===== config.mk =====
export PLATFORM = sky130hd
export DESIGN_NAME = murmur3_32_hash_stream_core_flat
export DESIGN_NICKNAME = d
export VERILOG_FILES = /design/src/mm3_pkg.sv /design/src/mm3_if.sv /design/src/murmur3_32_hash_stream_core.sv /design/src/mm3_datapath.sv /design/src/mm3_ctrl.sv /design/src/flat_wrapper.sv
export SDC_FILE = /design/constraint.sdc
export NUM_CORES = 2
export LEC_CHECK = 0
export BUFFER_PORTS_ARGS = -buffer_cell sky130_fd_sc_hd__buf_2
export CORE_MARGIN = 3
export CORE_UTILIZATION = 40
export DETAILED_ROUTE_END_ITERATION = 8
export MAX_ROUTING_LAYER = met4
export PLACE_DENSITY = 0.65
export SLEW_MARGIN = 10
export SYNTH_ARGS = -nofsm -noshare
export SYNTH_HDL_FRONTEND = slang
export SYNTH_SLANG_ARGS = --single-unit

===== constraint.sdc =====
create_clock -name clk -period 9.1 [get_ports clk]
set_input_delay 0 -clock clk [delete_from_list [all_inputs] [get_ports clk]]
set_output_delay 0 -clock clk [all_outputs]
set_load 0.01 [all_outputs]

===== src/mm3_pkg.sv =====
// ----------------------------------------------------------------------------
// mm3_pkg
// Shared constants, sequencer step codes, control structs and rotate helpers
// for the MurmurHash3 x86_32 stream core.
// ----------------------------------------------------------------------------
`default_nettype none

package mm3_pkg;

	// Field widths of the stream beats.
	localparam int WORD_W  = 32;
	localparam int COUNT_W = 3;

	// Block and finalizer constants.
	localparam logic [WORD_W-1:0] MM_C1 = 32'hcc9e2d51;
	localparam logic [WORD_W-1:0] MM_C2 = 32'h1b873593;
	localparam logic [WORD_W-1:0] MM_F1 = 32'h85ebca6b;
	localparam logic [WORD_W-1:0] MM_F2 = 32'hc2b2ae35;
	localparam logic [WORD_W-1:0] MM_N  = 32'he6546b64;
	localparam int MM_R1 = 15;
	localparam int MM_R2 = 13;
	localparam int MM_S1 = 16;
	localparam int MM_S2 = 13;

	// Bytes in a full block.
	localparam logic [COUNT_W-1:0] FULL_BYTES = 3'd4;

	// Sequencer step codes.
	localparam int STATE_W = 3;
	localparam logic [STATE_W-1:0] ST_IDLE = 3'd0;
	localparam logic [STATE_W-1:0] ST_K2   = 3'd1;
	localparam logic [STATE_W-1:0] ST_MIX  = 3'd2;
	localparam logic [STATE_W-1:0] ST_FIN0 = 3'd3;
	localparam logic [STATE_W-1:0] ST_FIN1 = 3'd4;
	localparam logic [STATE_W-1:0] ST_FIN2 = 3'd5;

	// Commands from the controller to the datapath.
	typedef struct packed {
		logic load;     // capture a beat and do the first premix multiply
		logic premix2;  // rotate and second premix multiply
		logic mix;      // fold the premixed word into the running hash
		logic fin0;     // xor in length, first avalanche multiply
		logic fin1;     // second avalanche multiply
		logic fin2;     // last avalanche xor, load result, clear state
	} cmd_t;

	// Status from the datapath to the controller.
	typedef struct packed {
		logic last;     // the word in flight ends the string
	} status_t;

	function automatic logic [WORD_W-1:0] rotl_r1(input logic [WORD_W-1:0] x);
		return {x[WORD_W-1-MM_R1:0], x[WORD_W-1:WORD_W-MM_R1]};
	endfunction

	function automatic logic [WORD_W-1:0] rotl_r2(input logic [WORD_W-1:0] x);
		return {x[WORD_W-1-MM_R2:0], x[WORD_W-1:WORD_W-MM_R2]};
	endfunction

endpackage

`default_nettype wire


===== src/mm3_if.sv =====
// ----------------------------------------------------------------------------
// mm3 stream interfaces
// Valid/ready channels for the input words and the finished hashes.
// ----------------------------------------------------------------------------
`default_nettype none

interface mm3_in_if;
	logic                          valid;
	logic                          ready;
	logic [mm3_pkg::WORD_W-1:0]    data_word;
	logic [mm3_pkg::COUNT_W-1:0]   byte_count;
	logic                          last;

	modport source (output valid, output data_word, output byte_count, output last,
		input ready);
	modport sink (input valid, input data_word, input byte_count, input last,
		output ready);
endinterface

interface mm3_out_if;
	logic                          valid;
	logic                          ready;
	logic [mm3_pkg::WORD_W-1:0]    hash_value;

	modport source (output valid, output hash_value, input ready);
	modport sink (input valid, input hash_value, output ready);
endinterface

`default_nettype wire


===== src/murmur3_32_hash_stream_core.sv =====
// ----------------------------------------------------------------------------
// murmur3_32_hash_stream_core
// MurmurHash3 x86_32 (seed zero) of a byte string streamed as 32-bit words.
// ----------------------------------------------------------------------------
// The words channel carries little-endian string words; last marks the final
// beat, whose byte_count (0 to 4, larger values count as 4) gives its valid
// bytes. The hashes channel returns one hash_value per string.
// Each word beat runs in order through capture with the first premix multiply,
// the second premix multiply, and the block mix. A last beat adds three finalizer
// steps; the last one loads the hash once the hashes channel has room. The one
// shared sequencer, with at most one 32x32 multiply per step, orders these steps.
// The next string may start while a finished hash still waits on the hashes
// channel; if the receiver stalls, the core holds before loading a second
// hash until the first one has been taken.
// Reset clears the running hash, the byte length and the output valid; the
// core is ready for a word in the first cycle after reset is released.
// ----------------------------------------------------------------------------
`default_nettype none

module murmur3_32_hash_stream_core (
	input  wire logic  clk,
	input  wire logic  arst_n,
	mm3_in_if.sink     words,
	mm3_out_if.source  hashes
);
	import mm3_pkg::*;

	cmd_t    cmd;
	status_t status;

	mm3_ctrl u_ctrl (
		.clk       (clk),
		.arst_n    (arst_n),
		.in_valid  (words.valid),
		.in_ready  (words.ready),
		.out_valid (hashes.valid),
		.out_ready (hashes.ready),
		.cmd       (cmd),
		.status    (status)
	);

	mm3_datapath u_datapath (
		.clk        (clk),
		.arst_n     (arst_n),
		.cmd        (cmd),
		.status     (status),
		.data_word  (words.data_word),
		.byte_count (words.byte_count),
		.last       (words.last),
		.hash_value (hashes.hash_value)
	);

endmodule

`default_nettype wire


===== src/mm3_datapath.sv =====
// ----------------------------------------------------------------------------
// mm3_datapath
// Premix, block mix and avalanche registers, with at most one multiply per step.
// ----------------------------------------------------------------------------
`default_nettype none

module mm3_datapath (
	input  wire logic                          clk,
	input  wire logic                          arst_n,
	input  wire mm3_pkg::cmd_t                 cmd,
	output mm3_pkg::status_t                   status,
	input  wire logic [mm3_pkg::WORD_W-1:0]    data_word,
	input  wire logic [mm3_pkg::COUNT_W-1:0]   byte_count,
	input  wire logic                          last,
	output logic      [mm3_pkg::WORD_W-1:0]    hash_value
);
	import mm3_pkg::*;

	logic [WORD_W-1:0]  k_q;
	logic [WORD_W-1:0]  h_q;
	logic [WORD_W-1:0]  len_q;
	logic [WORD_W-1:0]  t_q;
	logic [WORD_W-1:0]  hash_q;
	logic               last_q;
	logic               full_q;

	logic [COUNT_W-1:0] count_sat;
	logic [WORD_W-1:0]  mask;
	logic [WORD_W-1:0]  k_in;
	logic [WORD_W-1:0]  k1_prod;
	logic [WORD_W-1:0]  k2_prod;
	logic [WORD_W-1:0]  h_x;
	logic [WORD_W-1:0]  h_rot;
	logic [WORD_W-1:0]  h_mix;
	logic [WORD_W-1:0]  f_x;
	logic [WORD_W-1:0]  f0_prod;
	logic [WORD_W-1:0]  f1_x;
	logic [WORD_W-1:0]  f1_prod;
	logic [WORD_W-1:0]  len_inc;

	// Byte count saturates at a full block; words that are not last are full.
	always_comb begin
		count_sat = (byte_count > FULL_BYTES) ? FULL_BYTES : byte_count;
		if (!last) begin
			count_sat = FULL_BYTES;
		end
		case (count_sat)
			3'd0:    mask = 32'h0000_0000;
			3'd1:    mask = 32'h0000_00ff;
			3'd2:    mask = 32'h0000_ffff;
			3'd3:    mask = 32'h00ff_ffff;
			default: mask = 32'hffff_ffff;
		endcase
		k_in    = data_word & mask;
		len_inc = len_q + {{(WORD_W-COUNT_W){1'b0}}, count_sat};
	end

	// Premix multiplies, each followed by a register.
	assign k1_prod = k_in * MM_C1;
	assign k2_prod = rotl_r1(k_q) * MM_C2;

	// Block mix: rotate, then times five plus the offset by shift and add.
	assign h_x   = h_q ^ k_q;
	assign h_rot = rotl_r2(h_x);
	assign h_mix = {h_rot[WORD_W-3:0], 2'b00} + h_rot + MM_N;

	// Avalanche steps.
	assign f_x     = h_q ^ len_q;
	assign f0_prod = (f_x ^ (f_x >> MM_S1)) * MM_F1;
	assign f1_x    = t_q ^ (t_q >> MM_S2);
	assign f1_prod = f1_x * MM_F2;

	// Control-bearing state: running hash, length and beat flags.
	always_ff @(posedge clk or negedge arst_n) begin
		if (!arst_n) begin
			h_q    <= '0;
			len_q  <= '0;
			last_q <= 1'b0;
			full_q <= 1'b0;
		end else begin
			if (cmd.load) begin
				len_q  <= len_inc;
				last_q <= last;
				full_q <= (count_sat == FULL_BYTES);
			end
			if (cmd.mix) begin
				h_q <= full_q ? h_mix : h_x;
			end
			if (cmd.fin2) begin
				h_q   <= '0;
				len_q <= '0;
			end
		end
	end

	// Work and result registers.
	always_ff @(posedge clk) begin
		if (cmd.load) begin
			k_q <= k1_prod;
		end
		if (cmd.premix2) begin
			k_q <= k2_prod;
		end
		if (cmd.fin0) begin
			t_q <= f0_prod;
		end
		if (cmd.fin1) begin
			t_q <= f1_prod;
		end
		if (cmd.fin2) begin
			hash_q <= t_q ^ (t_q >> MM_S1);
		end
	end

	assign status.last = last_q;
	assign hash_value  = hash_q;

endmodule

`default_nettype wire


===== src/mm3_ctrl.sv =====
// ----------------------------------------------------------------------------
// mm3_ctrl
// Sequencer for the hash datapath and the output beat valid.
// ----------------------------------------------------------------------------
`default_nettype none

module mm3_ctrl (
	input  wire logic               clk,
	input  wire logic               arst_n,
	input  wire logic               in_valid,
	output logic                    in_ready,
	output logic                    out_valid,
	input  wire logic               out_ready,
	output mm3_pkg::cmd_t           cmd,
	input  wire mm3_pkg::status_t   status
);
	import mm3_pkg::*;

	logic [STATE_W-1:0] state_q;
	logic [STATE_W-1:0] state_nxt;
	logic               out_valid_q;
	logic               slot_free;
	logic               accept;

	assign in_ready  = (state_q == ST_IDLE);
	assign accept    = in_valid && in_ready;
	assign slot_free = !out_valid_q || out_ready;

	// Next state and datapath commands.
	always_comb begin
		state_nxt = state_q;
		cmd       = '0;
		case (state_q)
			ST_IDLE: begin
				if (accept) begin
					cmd.load  = 1'b1;
					state_nxt = ST_K2;
				end
			end
			ST_K2: begin
				cmd.premix2 = 1'b1;
				state_nxt   = ST_MIX;
			end
			ST_MIX: begin
				cmd.mix   = 1'b1;
				state_nxt = status.last ? ST_FIN0 : ST_IDLE;
			end
			ST_FIN0: begin
				cmd.fin0  = 1'b1;
				state_nxt = ST_FIN1;
			end
			ST_FIN1: begin
				cmd.fin1  = 1'b1;
				state_nxt = ST_FIN2;
			end
			ST_FIN2: begin
				if (slot_free) begin
					cmd.fin2  = 1'b1;
					state_nxt = ST_IDLE;
				end
			end
			default: begin
				state_nxt = ST_IDLE;
			end
		endcase
	end

	// State and output valid registers.
	always_ff @(posedge clk or negedge arst_n) begin
		if (!arst_n) begin
			state_q     <= ST_IDLE;
			out_valid_q <= 1'b0;
		end else begin
			state_q <= state_nxt;
			if (cmd.fin2) begin
				out_valid_q <= 1'b1;
			end else if (out_ready) begin
				out_valid_q <= 1'b0;
			end
		end
	end

	assign out_valid = out_valid_q;

endmodule

`default_nettype wire


===== src/flat_wrapper.sv =====
// flat-port wrapper written by rule: the top's interface ports become plain ports
module murmur3_32_hash_stream_core_flat import mm3_pkg::*;
  (clk, arst_n, words_valid, words_data_word, words_byte_count, words_last, words_ready, hashes_valid, hashes_hash_value, hashes_ready);
  mm3_in_if words_i ();
  mm3_out_if hashes_i ();
  input  wire logic clk;
  input  wire logic arst_n;
  input wire logic [$bits(words_i.valid)-1:0] words_valid;
  input wire logic [$bits(words_i.data_word)-1:0] words_data_word;
  input wire logic [$bits(words_i.byte_count)-1:0] words_byte_count;
  input wire logic [$bits(words_i.last)-1:0] words_last;
  output wire logic [$bits(words_i.ready)-1:0] words_ready;
  output wire logic [$bits(hashes_i.valid)-1:0] hashes_valid;
  output wire logic [$bits(hashes_i.hash_value)-1:0] hashes_hash_value;
  input wire logic [$bits(hashes_i.ready)-1:0] hashes_ready;
  assign words_i.valid = words_valid;
  assign words_i.data_word = words_data_word;
  assign words_i.byte_count = words_byte_count;
  assign words_i.last = words_last;
  assign words_ready = words_i.ready;
  assign hashes_valid = hashes_i.valid;
  assign hashes_hash_value = hashes_i.hash_value;
  assign hashes_i.ready = hashes_ready;
  murmur3_32_hash_stream_core u_core (.clk(clk), .arst_n(arst_n), .words(words_i), .hashes(hashes_i));
endmodule

# [Word-level counts from Yosys, hierarchy flattened]
# Index checks and enable logic that the tools add are counted.
[classes] addsub=3 mul=4 n_lt_le_gt_ge=1 eq_ne=11 mux=26 bitwise_logic=6 reduce_logical=11
[ops] op="$mux 32" n=9
[ops] op="$pmux 32 s4" n=1
[ops] op="$mul 32x31->32 const B" n=2
[ops] op="$xor 32x16->32" n=2
[ops] op="$xor 32x32->32" n=2
[ops] op="$add 32x3->32" n=1
[ops] op="$add 32x32->32" n=1
[ops] op="$add 32x32->32 const B" n=1
[ops] op="$and 32x32->32" n=1
[ops] op="$mul 32x29->32 const B" n=1
[ops] op="$mul 32x32->32 const B" n=1
[ops] op="$xor 32x19->32" n=1
[ops] op="$pmux 3 s6" n=1
[ops] op="$eq 3x2->1 const B" n=4
[ops] op="$mux 3" n=4
[ops] op="$mux 1" n=10
[ops] op="$reduce_bool 2->1" n=5
[ops] op="$eq 3x3->1 const B" n=3
[ops] op="$eq 3x1->1 const B" n=2
[ops] op="$logic_not 3->1" n=2
[ops] op="$gt 3x3->1 const B" n=1
[ops] op="$mux 2" n=1
[ops] op="$ne 2x1->1 const B" n=1
[ops] op="$ne 2x2->1 const B" n=1
[ops] op="other kinds (4)" n=4
[word_totals] regBits=166 in_bits=40 output_inout_bits=34 word_cells=71

# [Longest topological paths before layout]
[logic_depth] ltp_word=9 ltp_mapped=32 depth_no_buf=31

# [Modules after synthesis]
# A second synthesis with hierarchy kept.
[hier_totals] cells_unflattened=4471 area_unflattened_um2=43905.9
[by_module_without_submodules] mod="mm3_datapath" instances=1 cells_each=4448 area_per_inst_um2=43703.2 seq_area_each_um2=4534.3
[by_module_without_submodules] mod="mm3_ctrl" instances=1 cells_each=23 area_per_inst_um2=202.7 seq_area_each_um2=100.1

# [Worst setup path after synthesis]
# Ideal clock, no wire load.
[synth_timing] kind="reg2reg" startpoint="reg u_core.u_datapath.len_q[26]" endpoint="reg u_core.u_datapath.t_q[31], data pin" setup_ps=268 arrival_time_ps=6782 required_time_ps=8832 slack_ps=2050 path_stages_with_launch=24 path_buffers=0 period_less_slack_ps=7050 path_cell_list="dfrtp_1 xnor2_1 xor2_1 inv_1 fa_1 fa_1 fa_1 inv_1 fa_1 fa_1 inv_1 fa_1 inv_1 fa_1 inv_1 fa_1 inv_1 ha_1 o21ai_0 nor2_1 a221oi_1 a21oi_1 xnor2_1 o21ai_0"
[synth_via] elab_chain_cells=5
[synth_lines] item="from (decl)" line_no="mm3_datapath.sv:21" source="logic [WORD_W-1:0] len_q;"
[synth_lines] item="from (signal assigned)" line_no="mm3_datapath.sv:82" source="len_q <= len_inc;"
[synth_lines] item="$xor 32x32->32" line_no="mm3_datapath.sv:68" source="assign f_x = h_q ^ len_q;"
[synth_lines] item="$xor 32x16->32" line_no="mm3_datapath.sv:69" source="assign f0_prod = (f_x ^ (f_x >> MM_S1)) * MM_F1;"
[synth_lines] item="$mul 32x32->32" line_no="mm3_datapath.sv:69"
[synth_lines] item="$mux 32" line_no="mm3_datapath.sv:104" source="if (cmd.fin0) begin"
[synth_lines] item="$mux 32" line_no="mm3_datapath.sv:107" source="if (cmd.fin1) begin"
[synth_lines] item="to (signal assigned)" line_no="mm3_datapath.sv:105" source="t_q <= f0_prod;"
[synth_lines] item="to (signal assigned)" line_no="mm3_datapath.sv:108" source="t_q <= f1_prod;"
[synth_lines] item="to (decl)" line_no="mm3_datapath.sv:22" source="logic [WORD_W-1:0] t_q;"
# Every way passes these cells. The select of a mux whose other input is x is not followed.
# A chain may end at the register's enable or synchronous reset.

# [Worst setup path in the final report]
[layout_timing] startpoint="reg u_core.u_datapath.len_q[21]" endpoint="reg u_core.u_datapath.t_q[30], data pin"
# Same word-level chain as after synthesis.

==> impl_metrics.env <==
export IMPL_syn_num_nets=5999
export IMPL_row_count=120
export IMPL_placed_cells=5900
export IMPL_setup_worst_path_start_class="flip-flop"
export IMPL_fin_area_um2=46200
export IMPL_ys_warn_count=0
export IMPL_period_minus_slack_ns=8.10
export IMPL_grt_antenna_before_repair=0
export IMPL_grt_overflow=0
export IMPL_wl_mm=115
export IMPL_dpl_cell_area_um2=45600
export IMPL_gp_congestion=0.975
export IMPL_required_ns=9.39
export IMPL_drc=0
export IMPL_crit_arrival_ns=8.39
export IMPL_drv_cap=0
export IMPL_cts_resized=0
export IMPL_vias_per_cell=4.99
export IMPL_rsz0062_at_grt="no"
export IMPL_clock_sinks=166
export IMPL_synthArstFlopShare_pct=42.2
export IMPL_htree_levels=4
export IMPL_area_delta_synth_final_pct=6.68
export IMPL_place_port_buffers=73
export IMPL_layout_drive_gt1_share_pct=4.15
export IMPL_clkLatencyLatePin_ns=0.48
export IMPL_hold_ws_ns=0.0247
export IMPL_diodes=0
export IMPL_core_area_um2=107000
export IMPL_worst_slew_pin_slew_ns=1.07
export IMPL_ys_ff_latch=166
export IMPL_grtUsageTotal_pct=21.9
export IMPL_instances_no_fill=5935
export IMPL_ys_flop_type="edfxtp_1"
export IMPL_slew_headroom_pct=28.5
export IMPL_fill_cells=10362
export IMPL_max_freq_ghz=0.123
export IMPL_cts_buffers=17
export IMPL_crit_fanout=5
export IMPL_drtPass1Iterations=6
export IMPL_fin_worst_skew_ns=0.0236
export IMPL_status="completed"
export IMPL_endpoint_kind="flip-flop"
export IMPL_setup_tns_final_ns=0
export IMPL_ctsRootBufferMaster="clkbuf_16"
export IMPL_clk_path_buf_depth=2
export IMPL_final_antenna_net_count=0
export IMPL_slew_viol_final=0
export IMPL_synth_distinct_cells=79
export IMPL_grt_first_pass_wirelength_mm=181
export IMPL_die_width_um=335
export IMPL_pin_count=74
export IMPL_dieArea_um2=112000
export IMPL_ys_seq_area_share_pct=10.7
export IMPL_hp_class="in -> reg"
export IMPL_vias=29599
export IMPL_syn_area_per_cell_um2=9.78
export IMPL_grt_pass1_vias=31694
export IMPL_syn_area_um2=43300
export IMPL_final_hold_viol_count=0
export IMPL_cts_tree="yes"
export IMPL_synth_area_top_cells="fa_1 34%, ha_1 23%, inv_1 11%"
export IMPL_drtIter0Drc=1517
export IMPL_synth_area_leader_cell="fa_1"
export IMPL_setup_violations=0
export IMPL_grt_max_degree=71
export IMPL_nNetsFinal=6093
export IMPL_critical_path_class="reg -> reg"
export IMPL_syn_inst=4425
export IMPL_fin_crit_sh_pct=89.0
export IMPL_fp_dieH_um=335
export IMPL_yosysTopAreaCellShare_pct=33.5
export IMPL_wire_per_inst_um=19.4
export IMPL_start_util_pct=40.4
export IMPL_synth_edff_count=96
export IMPL_dp_hpwl_mm=101
export IMPL_clkSlewWorstSetupHoldPaths_ns=0.08
-- final timing paths --
kind / start / endpoint / slack [ns] / depth (start not counted)
max: u_core.u_datapath.len_q[21]$_DFFE_PN0P_ / u_core.u_datapath.t_q[30]$_DFFE_PP_ / 1.00 / 24
min: words_data_word[0] / u_core.u_datapath.k_q[4]$_DFFE_PP_ / 0.02 / 4
max reg2reg: u_core.u_datapath.len_q[21]$_DFFE_PN0P_ / u_core.u_datapath.t_q[30]$_DFFE_PP_ / 1.00 / 24
min reg2reg: u_core.u_datapath.len_q[2]$_DFFE_PN0P_ / u_core.u_datapath.len_q[2]$_DFFE_PN0P_ / 0.56 / 2
max in group asynchronous: arst_n / u_core.u_datapath.h_q[8]$_DFFE_PN0P_ / 8.20 / 2
min in group asynchronous: arst_n / u_core.u_datapath.status$_DFFE_PN0P_ / 0.24 / 2
-- area by class of cell --
cell class	instances	area, um^2	area share, %
clock buffer	20	457	0.989
clock inverter	12	88.8	0.192
timing repair buffer	130	803	1.74
sequential	166	4630	10.0
multi-input combinational	2944	33700	73.0
inverter	1260	4730	10.2
tap	1403	1760	3.80
-- cells in the mapped netlist, types with 4 or more instances --
library cell,count
a41o_1,4
a41oi_1,4
nand4_1,10
and4_1,7
fa_1,725
or3_1,13
a211oi_1,12
buf_1,6
nor2b_1,15
a21oi_1,123
nor3b_1,6
o21a_1,15
o21bai_1,18
a21o_1,63
a21boi_0,4
o31ai_1,8
o21ai_0,144
and3_1,22
dfrtp_1,70
a31oi_1,12
nand3_1,48
mux2_2,6
a221oi_1,4
nand2_1,174
o31a_1,4
xnor2_1,252
inv_1,1259
a211o_1,5
and2_1,26
ha_1,809
clkbuf_1,44
nor4_1,4
edfxtp_1,96
xor2_1,151
nor3_1,27
o21ai_1,5
o211ai_1,8
a31o_2,4
nor2_1,125
nand2b_1,31
-- flip-flops by register name (all words and copies together), names as in the netlist --
register and flops:
u_core.u_ctrl.state_q 3, u_core.u_datapath.len_q 32, u_core.u_datapath.k_q 32, u_core.u_ctrl.out_valid 1, u_core.u_datapath.hash_value 32, u_core.u_datapath.t_q 32, u_core.u_datapath.full_q 1, u_core.u_datapath.status 1
u_core.u_datapath.h_q 32
-- through the flow --
stage | setup WS (ns) | utilization [%]
final | 1.00 | 43.1
after CTS | 1.04 | 43.1
after detailed placement | 1.06 | 42.5
after global placement | 1.18 | 42.5
after floorplan | 2.05 | -
after global routing | 0.406 | 43.1
-- critical path, stage by stage (launching register included) --
cell,delay (ns)
dfrtp_1,0.43
xor2_1,0.52
inv_1,0.17
xnor2_1,0.81
inv_1,0.32
ha_1,0.40
ha_1,0.32
ha_1,0.31
fa_1,0.44
ha_1,0.30
ha_1,0.30
inv_1,0.07
fa_1,0.42
fa_1,0.50
inv_1,0.05
ha_1,0.32
a21o_1,0.21
or4_1,0.52
a31oi_1,0.20
o21ai_0,0.37
nand4_1,0.26
a41oi_1,0.13
o21ai_0,0.24
nor3_1,0.08
a221oi_1,0.21
-- logic make-up after synthesis --
| logic type | Yosys count | synth area share (%) |
|---|---|---|
| buf+inv | 1315 | 11.4 |
| compound gates | 464 | 6.63 |
| fa+ha+maj | 1534 | 56.9 |
| xor+xnor | 403 | 8.15 |
| flops | 166 | 10.7 |
| simple gates | 534 | 5.93 |
| mux | 9 | 0.225 |
-- metal layers --
metal | GRT usage, % | up-vias | routed length (um)
li1 | - | 13925 | -
met1 | 27.5 | 14782 | 49300
met2 | 36.8 | 725 | 56200
met3 | 3.28 | 167 | 5920
met4 | 5.93 | 0 | 3720
met5 | - | - | 0
-- placed cells by master (no fill, tap or decap), types with 22 or more instances in the layout --
cell      synthesis  layout
edfxtp_1         96      96
buf_4             1      55
fa_1            725     725
nand2_1         174     173
dfrtp_1          70      70
a21o_1           63      63
o21ai_0         144     144
a21oi_1         123     123
ha_1            809     809
nor3_1           27      27
nand3_1          48      48
nor2_1          125     124
and2_1           26      26
inv_1          1259    1259
xnor2_1         252     252
buf_2             3      72
nand2b_1         31      31
and3_1           22      22
xor2_1          151     151
-- what timing repair did --
action	in CTS	in global routing
hold buffers	3	0
setup buffers	0	0
hold endpoints to repair	72	0
Power is left out: the tool's default activity adds up to more than one toggle a clock period on the data nets, which glitch-free logic cannot reach.
